$ cat config.mk
export PLATFORM = sky130hd
export DESIGN_NAME = per_source_sequence_loss_tracker_top
export DESIGN_NICKNAME = d
export VERILOG_FILES = /design/src/rtl/pslt_pkg.sv /design/src/rtl/pslt_seq_store.sv /design/src/rtl/pslt_rate_div.sv /design/src/rtl/per_source_sequence_loss_tracker_top.sv
export VERILOG_INCLUDE_DIRS = /design/src /design/src/rtl
export SDC_FILE = /design/constraint.sdc
export NUM_CORES = 2
export LEC_CHECK = 0
export BUFFER_PORTS_ARGS = -buffer_cell sky130_fd_sc_hd__clkbuf_2
export CAP_MARGIN = 20
export CELL_PAD_IN_SITES_DETAIL_PLACEMENT = 0
export CELL_PAD_IN_SITES_GLOBAL_PLACEMENT = 1
export CORE_ASPECT_RATIO = 1.4
export CORE_UTILIZATION = 27
export CTS_BUF_LIST = sky130_fd_sc_hd__clkbuf_8
export DETAILED_ROUTE_END_ITERATION = 8
export GPL_TIMING_DRIVEN = 1
export PLACE_DENSITY_LB_ADDON = 0.2
export SLEW_MARGIN = 20
export SYNTH_ARGS = -nofsm -noshare
export SYNTH_HDL_FRONTEND = slang
export SYNTH_HIERARCHICAL = 1
export SYNTH_SLANG_ARGS = --single-unit
$ cat constraint.sdc
create_clock -name i_clk -period 11.7 [get_ports i_clk]
set_input_delay 1.755 -clock i_clk [delete_from_list [all_inputs] [get_ports i_clk]]
set_output_delay 1.755 -clock i_clk [all_outputs]
set_load 0.1 [all_outputs]
$ cat src/rtl/per_source_sequence_loss_tracker_top_assert.svh
// Assertion macros for the per-source sequence loss tracker.
`ifndef PER_SOURCE_SEQUENCE_LOSS_TRACKER_TOP_ASSERT_SVH
`define PER_SOURCE_SEQUENCE_LOSS_TRACKER_TOP_ASSERT_SVH

`ifndef SYNTHESIS
// Implication checked in the same cycle, skipped while reset is applied.
`define PSLT_ASSERT(lbl, prop) \
    lbl: assert property (@(posedge i_clk) disable iff (!i_rst_n) prop) \
        else $error("pslt assertion failed");
// Implication checked in the cycle after the antecedent.
`define PSLT_ASSERT_NEXT(lbl, ante, cons) \
    lbl: assert property (@(posedge i_clk) disable iff (!i_rst_n) (ante) |=> (cons)) \
        else $error("pslt assertion failed");
`else
`define PSLT_ASSERT(lbl, prop)
`define PSLT_ASSERT_NEXT(lbl, ante, cons)
`endif

`endif

$ cat src/rtl/pslt_pkg.sv
// Shared constants and types of the per-source sequence loss tracker.
package pslt_pkg;

    localparam int NUM_SOURCES = 256;
    localparam int SRC_AW      = (NUM_SOURCES > 1) ? $clog2(NUM_SOURCES) : 1;
    localparam int SRC_CMP_W   = 9;

    localparam int SEQ_W   = 8;
    localparam int CNT_W   = 32;
    localparam int RATE_W  = 10;

    // Dividend of the loss rate: lost * 1000 plus half the expected count.
    localparam int DVD_W    = 42;
    // The rounded rate never exceeds 1000, so eleven quotient bits suffice.
    localparam int DIV_Q_W  = 11;

    localparam logic [7:0]        JUMP_MAX_RESET     = 8'd64;
    localparam logic [15:0]       MIN_EXPECTED_RESET = 16'd32;
    localparam logic [RATE_W-1:0] PERMILLE_MAX       = 10'd1000;

    localparam int CFG_AW = 2;
    localparam logic [CFG_AW-1:0] CFG_JUMP_MAX     = 2'd0;
    localparam logic [CFG_AW-1:0] CFG_MIN_EXPECTED = 2'd1;

    localparam int S_TDATA_W = 16;
    localparam int M_TDATA_W = 120;

    typedef struct packed {
        logic              clear;
        logic              rd_en;
        logic [SRC_AW-1:0] rd_addr;
        logic              wr_en;
        logic [SRC_AW-1:0] wr_addr;
        logic [SEQ_W-1:0]  wr_seq;
    } t_store_req;

    typedef struct packed {
        logic             seen;
        logic [SEQ_W-1:0] last_seq;
    } t_store_rsp;

endpackage

$ cat src/rtl/pslt_seq_store.sv
// Per-source store: seen flags in flip-flops and last sequence numbers in a RAM.
module pslt_seq_store
    import pslt_pkg::*;
(
    input  logic       i_clk,
    input  logic       i_rst_n,
    input  t_store_req i_req,
    output t_store_rsp o_rsp
);

    logic [SEQ_W-1:0]       r_mem [NUM_SOURCES];
    logic [NUM_SOURCES-1:0] r_seen;
    logic [SEQ_W-1:0]       r_rd_seq;
    logic                   r_rd_seen;

    // Sequence RAM: one write and one registered read per cycle.
    always_ff @(posedge i_clk) begin
        if (i_req.wr_en) begin
            r_mem[i_req.wr_addr] <= i_req.wr_seq;
        end
        if (i_req.rd_en) begin
            r_rd_seq <= r_mem[i_req.rd_addr];
        end
    end

    // Seen flags clear at once on reset and on a clear action.
    always_ff @(posedge i_clk) begin
        if (!i_rst_n) begin
            r_seen    <= '0;
            r_rd_seen <= 1'b0;
        end else begin
            if (i_req.clear) begin
                r_seen <= '0;
            end else if (i_req.wr_en) begin
                r_seen[i_req.wr_addr] <= 1'b1;
            end
            if (i_req.rd_en) begin
                r_rd_seen <= r_seen[i_req.rd_addr];
            end
        end
    end

    assign o_rsp.seen     = r_rd_seen;
    assign o_rsp.last_seq = r_rd_seq;

endmodule

$ cat src/rtl/pslt_rate_div.sv
// Restoring divider for the loss rate, one quotient bit per cycle.
module pslt_rate_div
    import pslt_pkg::*;
(
    input  logic               i_clk,
    input  logic               i_rst_n,
    input  logic               i_start,
    input  logic [DVD_W-1:0]   i_dividend,
    input  logic [CNT_W-1:0]   i_divisor,
    output logic               o_done,
    output logic [DIV_Q_W-1:0] o_quotient
);

    localparam int STEP_W = $clog2(DIV_Q_W + 1);

    logic [CNT_W-1:0]   r_rem,  n_rem;
    logic [DIV_Q_W-1:0] r_low,  n_low;
    logic [CNT_W-1:0]   r_div;
    logic [STEP_W-1:0]  r_step, n_step;
    logic               r_busy, n_busy;
    logic               r_done, n_done;
    logic [CNT_W:0]     w_trial;
    logic [CNT_W:0]     w_diff;
    logic               w_ge;

    // The quotient is known to fit in DIV_Q_W bits, so the upper dividend bits
    // start out as a remainder below the divisor.
    assign w_trial = {r_rem, r_low[DIV_Q_W-1]};
    assign w_ge    = w_trial >= {1'b0, r_div};
    assign w_diff  = w_trial - {1'b0, r_div};

    always_comb begin
        n_rem  = r_rem;
        n_low  = r_low;
        n_step = r_step;
        n_busy = r_busy;
        n_done = 1'b0;
        if (i_start) begin
            n_rem  = CNT_W'(i_dividend[DVD_W-1:DIV_Q_W]);
            n_low  = i_dividend[DIV_Q_W-1:0];
            n_step = '0;
            n_busy = 1'b1;
        end else if (r_busy) begin
            n_rem  = w_ge ? w_diff[CNT_W-1:0] : w_trial[CNT_W-1:0];
            n_low  = {r_low[DIV_Q_W-2:0], w_ge};
            n_step = r_step + STEP_W'(1);
            if (r_step == STEP_W'(DIV_Q_W - 1)) begin
                n_busy = 1'b0;
                n_done = 1'b1;
            end
        end
    end

    always_ff @(posedge i_clk) begin
        r_rem  <= n_rem;
        r_low  <= n_low;
        r_step <= n_step;
        if (i_start) begin
            r_div <= i_divisor;
        end
    end

    always_ff @(posedge i_clk) begin
        if (!i_rst_n) begin
            r_busy <= 1'b0;
            r_done <= 1'b0;
        end else begin
            r_busy <= n_busy;
            r_done <= n_done;
        end
    end

    assign o_done     = r_done;
    assign o_quotient = r_low;

endmodule

$ cat src/rtl/per_source_sequence_loss_tracker_top.sv
// Top level of the per-source sequence loss tracker.
// Input beats arrive on the s_axis channel: tuser carries the action (0 = frame
// received, 1 = clear session statistics) and tdata the source and sequence
// number. Each input beat yields exactly one result beat on m_axis carrying the
// gap counted for this frame, the lost, frame and expected totals and the loss
// rate in tenths of a percent.
// An item runs through these steps from acceptance to a valid result. The
// per-source RAM is read at the accepting edge. Then come the update and
// write-back, the 32 x 10 bit rate multiplication and the divider start, then
// the bit-serial restoring divider and the load of the output register.
// s_axis_tready returns as the result is loaded, so the block takes a new item
// only once the result of the last one is in the output register.
// The output register lets the next item be taken while a result waits; if the
// receiver still stalls when the next result is ready, the block holds it and
// keeps s_axis_tready low until the output register is free.
// Reset clears the seen flags, the counters and the output valid flag at once;
// no clearing pass is needed and the block is ready in the cycle after reset.
// The user must write jump_max and min_expected through i_cfg_* while the block idles; unchecked.
`include "per_source_sequence_loss_tracker_top_assert.svh"

module per_source_sequence_loss_tracker_top
    import pslt_pkg::*;
(
    input  logic                 i_clk,
    input  logic                 i_rst_n,
    // Configuration write port.
    input  logic                 i_cfg_we,
    input  logic [CFG_AW-1:0]    i_cfg_addr,
    input  logic [15:0]          i_cfg_wdata,
    // Input stream.
    input  logic                 s_axis_tvalid,
    output logic                 s_axis_tready,
    input  logic [S_TDATA_W-1:0] s_axis_tdata,  // source_id[7:0], seq_number[15:8]
    input  logic                 s_axis_tuser,  // action[0]
    // Result stream.
    output logic                 m_axis_tvalid,
    input  logic                 m_axis_tready,
    // gap_counted[7:0], lost_total[39:8], frames_total[71:40],
    // expected_total[103:72], loss_permille[113:104], zero padding[119:114]
    output logic [M_TDATA_W-1:0] m_axis_tdata
);

    typedef enum logic [5:0] {
        S_IDLE     = 6'b000001,
        S_UPD      = 6'b000010,
        S_MUL      = 6'b000100,
        S_DIV_GO   = 6'b001000,
        S_DIV_WAIT = 6'b010000,
        S_HOLD     = 6'b100000
    } t_state;

    t_state r_state, n_state;

    // Configuration registers.
    logic [7:0]  r_jump_max;
    logic [15:0] r_min_exp;

    // Captured input item.
    logic             r_action;
    logic [7:0]       r_src;
    logic [SEQ_W-1:0] r_seq;

    // Session counters and per-item working values.
    logic [CNT_W-1:0]  r_lost, n_lost;
    logic [CNT_W-1:0]  r_frames, n_frames;
    logic [SEQ_W-1:0]  r_gap, n_gap;
    logic [CNT_W-1:0]  r_expected;
    logic [DVD_W-1:0]  r_prod;
    logic              r_rate_en;

    // Output register.
    logic              r_out_valid;
    logic [SEQ_W-1:0]  r_out_gap;
    logic [CNT_W-1:0]  r_out_lost;
    logic [CNT_W-1:0]  r_out_frames;
    logic [CNT_W-1:0]  r_out_expected;
    logic [RATE_W-1:0] r_out_permille;

    t_store_req w_req;
    t_store_rsp w_rsp;

    logic               w_accept;
    logic               w_in_range;
    logic [SEQ_W-1:0]   w_diff;
    logic [CNT_W:0]     w_sum;
    logic [CNT_W-1:0]   w_expected;
    logic [DVD_W-1:0]   w_dividend;
    logic               w_div_done;
    logic [DIV_Q_W-1:0] w_quot;
    logic               w_out_free;
    logic               w_load;
    logic [RATE_W-1:0]  w_permille;

    assign w_accept   = s_axis_tvalid && s_axis_tready;
    assign w_out_free = !r_out_valid || m_axis_tready;

    // The state machine keeps one item in flight, so the write-back of one item
    // always lands before the RAM read of the next.
    assign s_axis_tready = (r_state == S_IDLE);

    assign w_in_range = {1'b0, r_src} < SRC_CMP_W'(NUM_SOURCES);
    assign w_diff     = r_seq - w_rsp.last_seq;

    // Gap evaluation, the clear action, the counter updates, the RAM read and the per-source write-back.
    always_comb begin
        w_req         = '0;
        w_req.rd_en   = w_accept;
        w_req.rd_addr = s_axis_tdata[SRC_AW-1:0];
        w_req.wr_addr = r_src[SRC_AW-1:0];
        w_req.wr_seq  = r_seq;
        n_lost        = r_lost;
        n_frames      = r_frames;
        n_gap         = '0;
        if (r_state == S_UPD) begin
            if (r_action) begin
                w_req.clear = 1'b1;
                n_lost      = '0;
                n_frames    = '0;
            end else begin
                if (w_in_range) begin
                    if (!w_rsp.seen) begin
                        w_req.wr_en = 1'b1;
                    end else if (w_diff != '0) begin
                        w_req.wr_en = 1'b1;
                        if (w_diff <= r_jump_max) begin
                            n_gap  = w_diff - SEQ_W'(1);
                            n_lost = r_lost + CNT_W'(n_gap);
                        end
                    end
                end
                n_frames = r_frames + CNT_W'(1);
            end
        end
    end

    // Expected count saturates at the top of the 32-bit range.
    assign w_sum      = {1'b0, r_frames} + {1'b0, r_lost};
    assign w_expected = w_sum[CNT_W] ? '1 : w_sum[CNT_W-1:0];
    assign w_dividend = r_prod + DVD_W'(r_expected[CNT_W-1:1]);

    pslt_seq_store u_store (
        .i_clk   (i_clk),
        .i_rst_n (i_rst_n),
        .i_req   (w_req),
        .o_rsp   (w_rsp)
    );

    pslt_rate_div u_div (
        .i_clk      (i_clk),
        .i_rst_n    (i_rst_n),
        .i_start    (r_state == S_DIV_GO),
        .i_dividend (w_dividend),
        .i_divisor  (r_expected),
        .o_done     (w_div_done),
        .o_quotient (w_quot)
    );

    // The rate is zero when the expected count is zero or below the minimum, and never above 1000.
    always_comb begin
        if (!r_rate_en) begin
            w_permille = '0;
        end else if (w_quot > DIV_Q_W'(PERMILLE_MAX)) begin
            w_permille = PERMILLE_MAX;
        end else begin
            w_permille = w_quot[RATE_W-1:0];
        end
    end

    always_comb begin
        n_state = r_state;
        w_load  = 1'b0;
        unique case (r_state)
            S_IDLE: begin
                if (w_accept) begin
                    n_state = S_UPD;
                end
            end
            S_UPD: begin
                n_state = S_MUL;
            end
            S_MUL: begin
                n_state = S_DIV_GO;
            end
            S_DIV_GO: begin
                n_state = S_DIV_WAIT;
            end
            S_DIV_WAIT: begin
                if (w_div_done) begin
                    if (w_out_free) begin
                        w_load  = 1'b1;
                        n_state = S_IDLE;
                    end else begin
                        n_state = S_HOLD;
                    end
                end
            end
            S_HOLD: begin
                if (w_out_free) begin
                    w_load  = 1'b1;
                    n_state = S_IDLE;
                end
            end
            default: begin
                n_state = S_IDLE;
            end
        endcase
    end

    // Control state, session counters, configuration and the output valid flag.
    always_ff @(posedge i_clk) begin
        if (!i_rst_n) begin
            r_state     <= S_IDLE;
            r_jump_max  <= JUMP_MAX_RESET;
            r_min_exp   <= MIN_EXPECTED_RESET;
            r_lost      <= '0;
            r_frames    <= '0;
            r_out_valid <= 1'b0;
        end else begin
            r_state  <= n_state;
            r_lost   <= n_lost;
            r_frames <= n_frames;
            if (i_cfg_we) begin
                unique case (i_cfg_addr)
                    CFG_JUMP_MAX:     r_jump_max <= i_cfg_wdata[7:0];
                    CFG_MIN_EXPECTED: r_min_exp  <= i_cfg_wdata;
                    default: ;
                endcase
            end
            if (w_load) begin
                r_out_valid <= 1'b1;
            end else if (m_axis_tready) begin
                r_out_valid <= 1'b0;
            end
        end
    end

    // Payload registers.
    always_ff @(posedge i_clk) begin
        if (w_accept) begin
            r_action <= s_axis_tuser;
            r_src    <= s_axis_tdata[7:0];
            r_seq    <= s_axis_tdata[15:8];
        end
        if (r_state == S_UPD) begin
            r_gap <= n_gap;
        end
        if (r_state == S_MUL) begin
            r_expected <= w_expected;
            r_prod     <= DVD_W'(r_lost) * DVD_W'(PERMILLE_MAX);
            r_rate_en  <= (w_expected != '0) && (w_expected >= CNT_W'(r_min_exp));
        end
        if (w_load) begin
            r_out_gap      <= r_gap;
            r_out_lost     <= r_lost;
            r_out_frames   <= r_frames;
            r_out_expected <= r_expected;
            r_out_permille <= w_permille;
        end
    end

    assign m_axis_tvalid = r_out_valid;
    assign m_axis_tdata  = {6'b0, r_out_permille, r_out_expected, r_out_frames,
                            r_out_lost, r_out_gap};

    `PSLT_ASSERT(a_permille_range, m_axis_tvalid |-> (r_out_permille <= PERMILLE_MAX))
    `PSLT_ASSERT(a_expected_covers_lost, m_axis_tvalid |-> (r_out_expected >= r_out_lost))
    `PSLT_ASSERT(a_div_done_in_wait, w_div_done |-> (r_state == S_DIV_WAIT))
    `PSLT_ASSERT_NEXT(a_accept_to_update, w_accept, r_state == S_UPD)

endmodule
==> flow_summary.toml <==
[run_status]
status = "completed"

[yosys]
synth_top_family_by_area = "multiplexers"
ys_ff_latch = 2700
synthSimpleGateAreaFrac = 0.05878
synth_mux_area_frac = 0.1168
synth.cell_area_mm2 = 0.1136
ys.flop_type = "edfxtp_1"
async_flop_share = 0
synth_xor_area_frac = 0.01272
synth_edf_count = 2341
syn_inst = 6960
synth_warnings = 6
yosys.area_share.adder = 0.04589
synth_compound_area_frac = 0.06140
ys_seq_area_frac = 0.6819
synth_cell_types = 101
synth_area_per_cell_um2 = 16.33

[cells_and_area]
final_nets = 7762
most-common-layout-cells = "edfxtp_1, nor2_1, mux4_2"
area_growth_pct = 14.64
multiInputGateArea_mm2 = 0.03388
fillers = 41190
seqCellArea_mm2 = 0.07748
final_common_cell = "edfxtp_1"
drive_gt1_frac = 0.2063

[critical_path]
cp_top_family = "adder cells"
end_kind = "flop"
worst-path-buf-inv = 2
regToRegSetupSlack_ns = 5.48
slowest_delay_ns = 0.78
critical_path.cell_chain = "inv_1, fa_1, fa_1, fa_1, fa_1, inv_1, ha_1, o21ai_0, o21bai_1, a211oi_2, o21ai_2, a211o_4, a221oi_4, a21oi_2, a221o_1, or4b_1, nand3_1"
cp_data_arrival_time_ns = 7.19
r2r_end = "r_prod[40]"
crit_type = "reg -> reg"
critPathRequiredTime_ns = 12.67
cp-startpoint = "r_lost[1]"
r2r-start = "r_lost[1]"
rr_worst_depth = 17
critPathSlowestCell = "dfxtp_1"
worst-path-stages = 17
crit_path_end = "r_prod[40]"
cpMostUsedCell = "fa_1"
worstSetupStartpointType = "flop"
worstPathMaxFanout = 10

[cts]
clk_path_buf_depth = 4
cts_resized = 0
hold_buffers = 0
cts_buffers = 437
h-tree-depth = 5
post-cts-setup-buffers = 0
worstSkewPairLatency_ns = 1.22
clock_sinks = 2700
cts_tree = "yes"
cts.clk_slew.worst_paths_ns = 0.07
cts-root-buf = "clkbuf_8"

[floorplanning]
num_io_pins = 162
die_y_um = 769.6
num_rows = 281
initial_core_util = 0.2714
die_area_mm2 = 0.4235
fp.dieW_um = 550.3
core_area_mm2 = 0.4187

[place]
hpwl_um = 224200
port_buffers = 155
gp_congestion = 0.8150

[global_route]
grt_usage = 0.1622
grt_overflow = 0
grt_pass1_vias = 67490
grt_max_degree = 185
antenna_found_initial = 18
grt_pass1_wl_um = 497100

[power_and_ir_drop]
powerDensity_mw_per_mm2 = 154.1
ir_drop_mv = 0.08905
clockPowerShare = 0.409
p_leak_nw = 43.80
p_sw_frac = 0.2425
seq_power_share = 0.531
p_comb_frac = 0.060
p_switching_mw = 4.868
internal_power_mw = 15.20

[timing]
rsz0062_at_grt = "no"
slew_headroom = 0.2124
tightestPinTransition_ns = 1.173
hold_viol = 0
clock.fmax_mhz = 160.8
final-setup-viol-count = 0
slew_viol_final = 0
tns_ns = 0
fin_crit_ns = 6.218
fin_hold_ws_ns = 0.4247
skew_ns = 0.1438
finalCritPeriodShare = 0.5314

[route]
wirelength_um = 348800
ant_nets = 0
vias = 63400
detailedRoute.firstIterationViolations = 4693
drt_pass1_iterations = 6
drt-wirelength-per-cell_um = 26.24
drc = 0
via_per_inst = 4.770

[flow_run]
maxCapViolations = 0

[hold_path]
min_path_type = "reg -> reg"
how the worst min path moves through the flow:
stage	start	to	slack, ns	cells after the start
floorplan	r_gap[0]	r_out_gap[0]	0.40	0
global placement	r_gap[7]	r_out_gap[7]	0.43	0
detailed placement	r_gap[7]	r_out_gap[7]	0.42	0
CTS	r_gap[7]	r_out_gap[7]	0.43	0
global route	r_gap[7]	r_out_gap[7]	0.44	0
finish	r_gap[7]	r_out_gap[7]	0.42	0
per-stage QoR:
| step | power, mW | area (um^2) | util | setup WS, ns | std cells |
|---|---|---|---|---|---|
| after floorplan | 11.62 | 113700 | - | 1.406 | 6965 |
| after global placement | 12.08 | 121300 | 0.2896 | 4.350 | 12450 |
| after detailed placement | 12.11 | 121400 | 0.2899 | 4.613 | 12450 |
| after CTS | 20.41 | 130100 | 0.3108 | 5.305 | 13280 |
| after global routing | 20.83 | 130300 | 0.3111 | 5.084 | 13290 |
| final | 20.07 | 130300 | 0.3111 | 5.482 | 13290 |
metal layers:
| metal | vias to the layer above | share of wire | GRT usage | routed length, um |
|---|---|---|---|---|
| met1 | 33300 | 0.39 | 0.1911 | 137600 |
| li1 | 27970 | - | - | - |
| met2 | 1597 | 0.53 | 0.2972 | 183700 |
| met4 | 6 | 0.036 | 0.05672 | 12410 |
| met5 | - | 0.00010 | 0 | 36 |
| met3 | 531 | 0.043 | 0.02408 | 15070 |
cell usage after synthesis, drive strengths merged (30+ instances only):
| library cell | n | area [um^2] |
|---|---|---|
| dfxtp | 359 | 7187 |
| o21a | 34 | 255.2 |
| buf | 122 | 715.7 |
| mux4 | 571 | 12860 |
| clkbuf | 212 | 795.8 |
| xor2 | 69 | 604.3 |
| o21ba | 30 | 300.3 |
| inv | 277 | 1040 |
| nor2 | 871 | 3272 |
| nor4 | 39 | 244.0 |
| fa | 123 | 2462 |
| a21oi | 274 | 1390 |
| a31oi | 31 | 200.2 |
| nor2b | 43 | 269.0 |
| o21ai | 89 | 452.9 |
| nand2 | 246 | 923.4 |
| a22oi | 269 | 2019 |
| nand4 | 44 | 275.3 |
| a21o | 67 | 503.0 |
| xnor2 | 96 | 840.8 |
| edfxtp | 2341 | 70300 |
| ha | 220 | 2753 |
| nand3 | 76 | 380.4 |
sequential cells by signal, summed over array words and instances (netlist names), 10 cells and up:
name              cells
r_out_frames         32
r_out_lost           32
u_div/r_rem          32
r_expected           32
r_frames             32
r_lost               32
r_out_expected       32
r_min_exp            16
u_div/r_div          32
u_store/r_mem      2048
u_store/r_seen      256
r_prod               39
u_div/o_quotient     11
r_out_permille       10
worst register-to-register path, cell delays in order (launching register included):
cell      delay (ns)
dfxtp_1         0.78
inv_1           0.26
fa_1            0.61
fa_1            0.44
fa_1            0.49
fa_1            0.51
inv_1           0.04
ha_1            0.34
o21ai_0         0.10
o21bai_1        0.15
a211oi_2        0.39
o21ai_2         0.16
a211o_4         0.42
a221oi_4        0.29
a21oi_2         0.11
a221o_1         0.39
or4b_1          0.51
nand3_1         0.10
power groups by stage:
stage          clock, mW  sequential, mW  combinational, mW
6_report            8.20            10.7               1.21
5_1_grt             8.86            10.7               1.31
4_1_cts             8.50            10.7               1.25
3_5_place_dp           0            10.9               1.25
3_3_place_gp           0            10.9               1.22
2_1_floorplan          0            11.0              0.613
kinds of logic (layout without fill, tap and decap cells):
kind of cell | Yosys count | count (layout)
flops | 2700 | 2700
simple gates | 1515 | 1515
compound gates | 1014 | 1014
mux | 611 | 611
buf+inv | 611 | 1407
fa+ha+maj | 343 | 343
xor+xnor | 165 | 165
other cells | 1 | 18
final cells by class:
class,count,share of cell area
Sequential cell,2700,0.5948
Multi-Input combinational cell,3654,0.2600
Tap cell,5518,0.05300
Clock buffer,492,0.05198
Timing Repair Buffer,309,0.01685
Clock inverter,329,0.01514
Inverter,277,0.007991
Antenna cell,12,0.0002305
No activity file was read; power rests on OpenSTA's default activity.
